<file path="config.mk">
export PLATFORM = sky130hd
export DESIGN_NAME = scmm_div
export DESIGN_NICKNAME = d
export VERILOG_FILES = /design/src/hw/rtl/scmm_pkg.sv /design/src/hw/rtl/scmm_div.sv
export SDC_FILE = /design/constraint.sdc
export NUM_CORES = 1
export LEC_CHECK = 0
export BUFFER_PORTS_ARGS = -buffer_cell sky130_fd_sc_hd__buf_4
export CAP_MARGIN = 10
export CORE_ASPECT_RATIO = 1.4
export CORE_UTILIZATION = 51
export DETAILED_ROUTE_END_ITERATION = 8
export PLACE_DENSITY = 0.77
export SLEW_MARGIN = 20
export SYNTH_ARGS = -nofsm -noshare
export SYNTH_HDL_FRONTEND = slang
export SYNTH_SLANG_ARGS = --single-unit
</file>
<file path="constraint.sdc">
create_clock -name clk -period 2.1 [get_ports clk]
set_input_delay 0.105 -clock clk [delete_from_list [all_inputs] [get_ports clk]]
set_output_delay 0.105 -clock clk [all_outputs]
set_load 0.005 [all_outputs]
</file>
<file path="src/hw/rtl/scmm_pkg.sv">
// ---------------------------------------------------------------------------
// scmm_pkg
// shared types and fixed field widths of the sweep cache
// ---------------------------------------------------------------------------
package scmm_pkg;

    localparam int SAMPLE_W   = 16;
    localparam int STIM_IN_W  = 3;
    localparam int OP_W       = 2;
    localparam int S_TDATA_W  = 24;
    localparam int S_TUSER_W  = 2;
    localparam int M_TDATA_W  = 24;

    localparam int CFG_IDX_W  = 2;
    localparam int CFG_DATA_W = 11;
    localparam int LEN_REG_W  = 11;
    localparam int LIM_REG_W  = 5;

    localparam logic [LEN_REG_W-1:0] LEN_RESET = 11'd1024;
    localparam logic [LIM_REG_W-1:0] LIM_RESET = 5'd0;

    typedef enum logic [OP_W-1:0] {
        OP_START  = 2'd0,
        OP_SAMPLE = 2'd1,
        OP_END    = 2'd2,
        OP_CLEAR  = 2'd3
    } op_t;

    typedef enum logic [CFG_IDX_W-1:0] {
        CFG_SWEEP_LENGTH = 2'd0,
        CFG_SWEEP_LIMIT  = 2'd1,
        CFG_USE_MEDIAN   = 2'd2,
        CFG_NONE         = 2'd3
    } cfg_idx_t;

    // column unit control
    typedef struct packed {
        logic ins;
        logic first;
    } col_ctl_t;

endpackage

</file>
<file path="src/hw/rtl/scmm_div.sv">
// ---------------------------------------------------------------------------
// scmm_div
// restoring divider, one quotient bit per cycle, truncates toward zero
// ---------------------------------------------------------------------------
module scmm_div #(
    parameter int SUM_W = 21,
    parameter int CNT_W = 5
) (
    input  logic                              clk,
    input  logic                              rst_n,
    input  logic                              start,
    input  logic signed [SUM_W-1:0]           dividend,
    input  logic [CNT_W-1:0]                  divisor,
    output logic                              done,
    output logic signed [scmm_pkg::SAMPLE_W-1:0] quotient
);

    localparam int CW = $clog2(SUM_W + 1);

    logic             busy_reg, busy_next;
    logic             done_reg, done_next;
    logic [CW-1:0]    cnt_reg, cnt_next;
    logic [CNT_W-1:0] rem_reg, rem_next;
    logic [SUM_W-1:0] quo_reg, quo_next;
    logic [CNT_W-1:0] div_reg, div_next;
    logic             neg_reg, neg_next;
    logic [CNT_W:0]   trial;
    logic [SUM_W-1:0] signed_quo;

    always_comb
    begin
        busy_next = busy_reg;
        done_next = 1'b0;
        cnt_next  = cnt_reg;
        rem_next  = rem_reg;
        quo_next  = quo_reg;
        div_next  = div_reg;
        neg_next  = neg_reg;
        trial     = {rem_reg, quo_reg[SUM_W-1]};
        if (start)
        begin
            busy_next = 1'b1;
            cnt_next  = CW'(SUM_W);
            rem_next  = '0;
            neg_next  = dividend[SUM_W-1];
            quo_next  = dividend[SUM_W-1] ? $unsigned(-dividend) : $unsigned(dividend);
            div_next  = divisor;
        end
        else if (busy_reg)
        begin
            if (trial >= {1'b0, div_reg})
            begin
                rem_next = CNT_W'(trial - {1'b0, div_reg});
                quo_next = {quo_reg[SUM_W-2:0], 1'b1};
            end
            else
            begin
                rem_next = trial[CNT_W-1:0];
                quo_next = {quo_reg[SUM_W-2:0], 1'b0};
            end
            cnt_next = cnt_reg - 1'b1;
            if (cnt_reg == CW'(1))
            begin
                busy_next = 1'b0;
                done_next = 1'b1;
            end
        end
    end

    always_ff @(posedge clk or negedge rst_n)
    begin
        if (!rst_n)
        begin
            busy_reg <= 1'b0;
            done_reg <= 1'b0;
            cnt_reg  <= '0;
        end
        else
        begin
            busy_reg <= busy_next;
            done_reg <= done_next;
            cnt_reg  <= cnt_next;
        end
    end

    always_ff @(posedge clk)
    begin
        rem_reg <= rem_next;
        quo_reg <= quo_next;
        div_reg <= div_next;
        neg_reg <= neg_next;
    end

    assign signed_quo = neg_reg ? (~quo_reg + 1'b1) : quo_reg;
    assign quotient   = signed_quo[scmm_pkg::SAMPLE_W-1:0];
    assign done       = done_reg;

endmodule

</file>
# Word-level counts from Yosys, hierarchy flattened
# Index checks and enable logic that the tools add are counted.
# totals
register_bits	39
in_bits	29
out_inout_bits	17
elab_cells	29
# op_classes
add_sub_neg	4
n_lt_le_gt_ge	1
n_eq_ne	1
n_mux	14
n_bitwise	1
reduce_logical	1
# ops
cell	count
$mux W21	3
$neg A21 Y21	1
$add A16 B1 Y16 const B	1
$mux W16	1
$not A16 Y16	1
$mux W5	3
$mux W1	7
$ge A6 B5 Y1	1
$eq A5 B1 Y1 const B	1
$sub A5 B1 Y5 const B	1
$sub A5 B5 Y5	1
$reduce_bool A2 Y1	1

# Depth between registers and ports, before layout
# depth
depth_word	4
mapped_depth	8
depth_no_buf	8

# Worst setup path before layout
# Ideal clock, no wire load.
# synth_path
kind	reg2reg
start	reg quo_reg[20]
end	reg quo_reg[0], data pin
setup_time_ps	268
arrival_ps	1782
required_ps	1832
slack_ps	50
stages_incl_launch_ff	9
path_buffers	0
synth_period_minus_slack_ps	2050
path_cell_list	edfxtp_1 inv_1 ha_1 inv_1 fa_1 a211o_1 o211ai_1 and2_1 mux2i_1
# synth_between
elab_chain_cells	4
# synth_rtl
item	line	text
from (decl)	scmm_div.sv:24	logic [SUM_W-1:0] quo_reg, quo_next;
from (signal assigned)	scmm_div.sv:89	quo_reg <= quo_next;
$ge A6 B5 Y1	scmm_div.sv:51	if (trial >= {1'b0, div_reg})
$mux W1	scmm_div.sv:51	
$mux W21	scmm_div.sv:49	else if (busy_reg)
$mux W21	scmm_div.sv:40	if (start)
via quo_next[0]	scmm_div.sv:24	
# The timed path passes the listed nets, and every way through them passes these cells. The select of a mux whose other input is x is not followed.
# A chain may end at the register's enable or synchronous reset.

# Worst setup path in the final report
# layout_path
start	reg quo_reg[20]
end	reg rem_reg[0]
# layout_between
elab_chain_cells	2
word_cells_on_any_way	3
cone_classes	add/sub (1); order compare (1); mux (1)
# layout_rtl
item	line	text
$sub A5 B5 Y5 or $ge A6 B5 Y1 (tied branches)	scmm_div.sv:53, scmm_div.sv:51	
$mux W5 *	scmm_div.sv:51	
to (signal assigned)	scmm_div.sv:88	rem_reg <= rem_next;
to (decl)	scmm_div.sv:23	logic [CNT_W-1:0] rem_reg, rem_next;
# Every way passes the cells marked *; elsewhere a longest branch is shown, timed or not.

==> results.toml <==
[timing]
hold_viol_final = 0
finalCritPeriodShare_pct = 98.5
slew_headroom_pct = 64.6
worstMarginPinSlew_ps = 531
finClkSkew_ps = 5.62
fin_ws_ps = 32.3
max_freq_mhz = 484
finalMaxSlewViolations = 0
fin_crit_ps = 2070
rsz0062_at_grt = "true"
setup_viol = 0

[yosys]
synthesis.nets = 322
ys.flop_type = "edfxtp_1"
synth.distinct_cells = 53
synth_area_leaders = "edfxtp_1, xnor2_1, dfrtp_1"
async_flop_share_pct = 17.9
postSynthCellCount = 283
synth_area_leader_cell = "edfxtp_1"
yosysWarnings = 0
synth_top_area_share_pct = 30.5
synth_edf_count = 27
ys_ff_latch = 39
yosysSeqAreaShare_pct = 40.9
synth_area_um2 = 2660
synth_area_per_cell_um2 = 9.39

[final_layout]
largest_reg_flops = 21
drive_gt1_share_pct = 25.4
nFillCells = 404
antenna-diode-count = 0
area_growth_pct = 24.6
fin_nets = 381

[clock_network]
clk_path_buf_depth = 2
numCtsBuffers = 5
cts.htree.levels = 2
clock-root-buffer = "clkbuf_8"
cts_tree = "yes"
clk_pin_slew_worst_paths_ps = 80
worstSkewPairLatency_ps = 290
cts.sinks = 39

[worst_setup_path]
worst-path-max-fanout = 5
crit_path_start_kind = "flop"
crit_arrival_ps = 2270
cp-end-kind = "flop"
path_class = "reg -> reg"
required_ps = 2300

[power]
power.leakage_nw = 1.37
total_power_mw = 2.42
peakVddDrop_v = 0.000382
cellPowerDensity_nw_per_um2 = 732

[route]
wl_um = 6060
num_vias = 2372
vias_per_cell = 5.83
postRouteAntennaNets = 0
drcViolationCount = 0
drtIter0Drc = 164
wl_per_cell_um = 14.9
first_pass_iters = 4

[global_routing]
met2_usage_pct = 41.9
grt_pass1_vias = 2193
grt_max_degree = 21
use_met3_pct = 3.14
grt_busiest_layer = "met2"
overflow = 0
grt_usage_pct = 23.3
grt_pass1_wl_um = 10000
use_met1_pct = 27.9
grt_antenna_before_repair = 0

[hold_path]
hold_class = "in -> reg"

[placed_design]
gp_congestion = 0.840
port_buffers = 45
dp_worst_setup_slack_ps = -0.962
hpwl_um = 4570

[die]
ios = 46
core_area_um2 = 4920
row_count = 30
die_area_um2 = 5510
die_h_um = 87.4
initial_core_util_pct = 54.0
die_w_um = 63.0

[run]
maxCapViolations = 0

[run_status]
status = "completed"
==> cell usage after synthesis (3+ instances only) <==
library cell / number
or4_1: 4
nand2_1: 17
a31oi_1: 3
inv_1: 20
nand3b_1: 5
xnor2_1: 23
xor2_1: 8
nand4_1: 9
a21oi_1: 22
dfrtp_1: 7
nor2_1: 29
nand3_1: 7
edfxtp_1: 27
ha_1: 9
nor3_1: 6
clkbuf_1: 9
o31ai_1: 5
o21ai_0: 7
o41ai_1: 3
a311oi_1: 3
dfxtp_1: 5
and3_1: 10
==> repair_timing <==
action / in CTS / in global routing
resized for setup: 1 / 11
pin swaps: 1 / 8
hold endpoints to repair: 12 / 0
setup buffers: 2 / 5
endpoints found under the setup margin: 3 / 13
hold buffers: 6 / 0
==> routing by layer <==
layer / routed length [µm] / vias to the layer above
li1: - / 1159
met1: 2410 / 1130
met2: 3320 / 73
met3: 231 / 10
met4: 105 / 0
met5: 0 / -
==> through the flow <==
stage	instance area, µm²	utilization (%)	setup TNS [ps]	instances	hold slack (ps)
final	3310	67.4	0	407	93.4
after global routing	3310	67.4	-574	407	95.3
after CTS	3240	65.9	-43.5	402	86.9
after detailed placement	3070	62.5	-0.962	386	-77.8
after global placement	3070	62.5	0	386	-79.0
after floorplan	2660	-	0	283	-191
==> logic make-up after synthesis <==
family	count (synthesis)	synth area share, %
and+or+nand+nor	103	20.8
muxes	3	1.18
AOI/OAI and AO/OA	62	16.5
DFF	39	40.9
buffers and inverters	35	5.41
adders and majority gates	10	4.99
xor gates and xnor gates	31	10.2
==> worst max-delay path, stage by stage, from the launching register on <==
cell and delay [ps]:
edfxtp_1 400, inv_1 80, ha_2 170, inv_2 40, fa_2 360, a211o_1 300
o211ai_1 110, buf_4 190, nand3_2 70, a311oi_2 260
==> final timing paths <==
kind                                    from         end  slack [ps]  depth (start not counted)
worst min-delay path            dividend[20]     neg_reg          90                          1
worst min register to register    rem_reg[4]  rem_reg[4]         470                          2
max in group asynchronous              rst_n    busy_reg        1830                          2
min in group asynchronous              rst_n  cnt_reg[2]         160                          2
worst max-delay path             quo_reg[20]  rem_reg[0]          30                          9
worst max register to register   quo_reg[20]  rem_reg[0]          30                          9
==> final cells by class <==
class                   instances  area [µm²]  share of cell area [%]
inverters                      20        75.1                    2.27
repair buffers                 67         518                    15.6
well taps                      64        80.1                    2.42
multi-input cells             209        1470                    44.4
clock buffers                   6        72.6                    2.19
clock inverters                 2        11.3                   0.340
flip-flops and latches         39        1090                    32.8
==> cells in the final DEF (no fill, tap or decap), types with 3 or more instances in the layout <==
cell type,count
a21oi_1,22
a31oi_1,3
and3_1,10
buf_4,61
clkbuf_8,5
dfrtp_1,7
dfxtp_1,5
dlygate4sd3_1,6
edfxtp_1,27
ha_1,8
inv_1,18
nand2_1,17
nand3_1,6
nand3b_1,5
nand4_1,9
nor2_1,29
nor3_1,6
o21ai_0,6
o31ai_1,3
o31ai_2,3
o41ai_2,3
or4_1,4
xnor2_1,23
xor2_1,8
==> where the power goes <==
group	switching, mW	internal [mW]
clock network	0.252	0.233
registers	0.119	0.950
logic	0.405	0.465
total	0.776	1.65
Note: power is estimated with default switching activity, not from simulation.
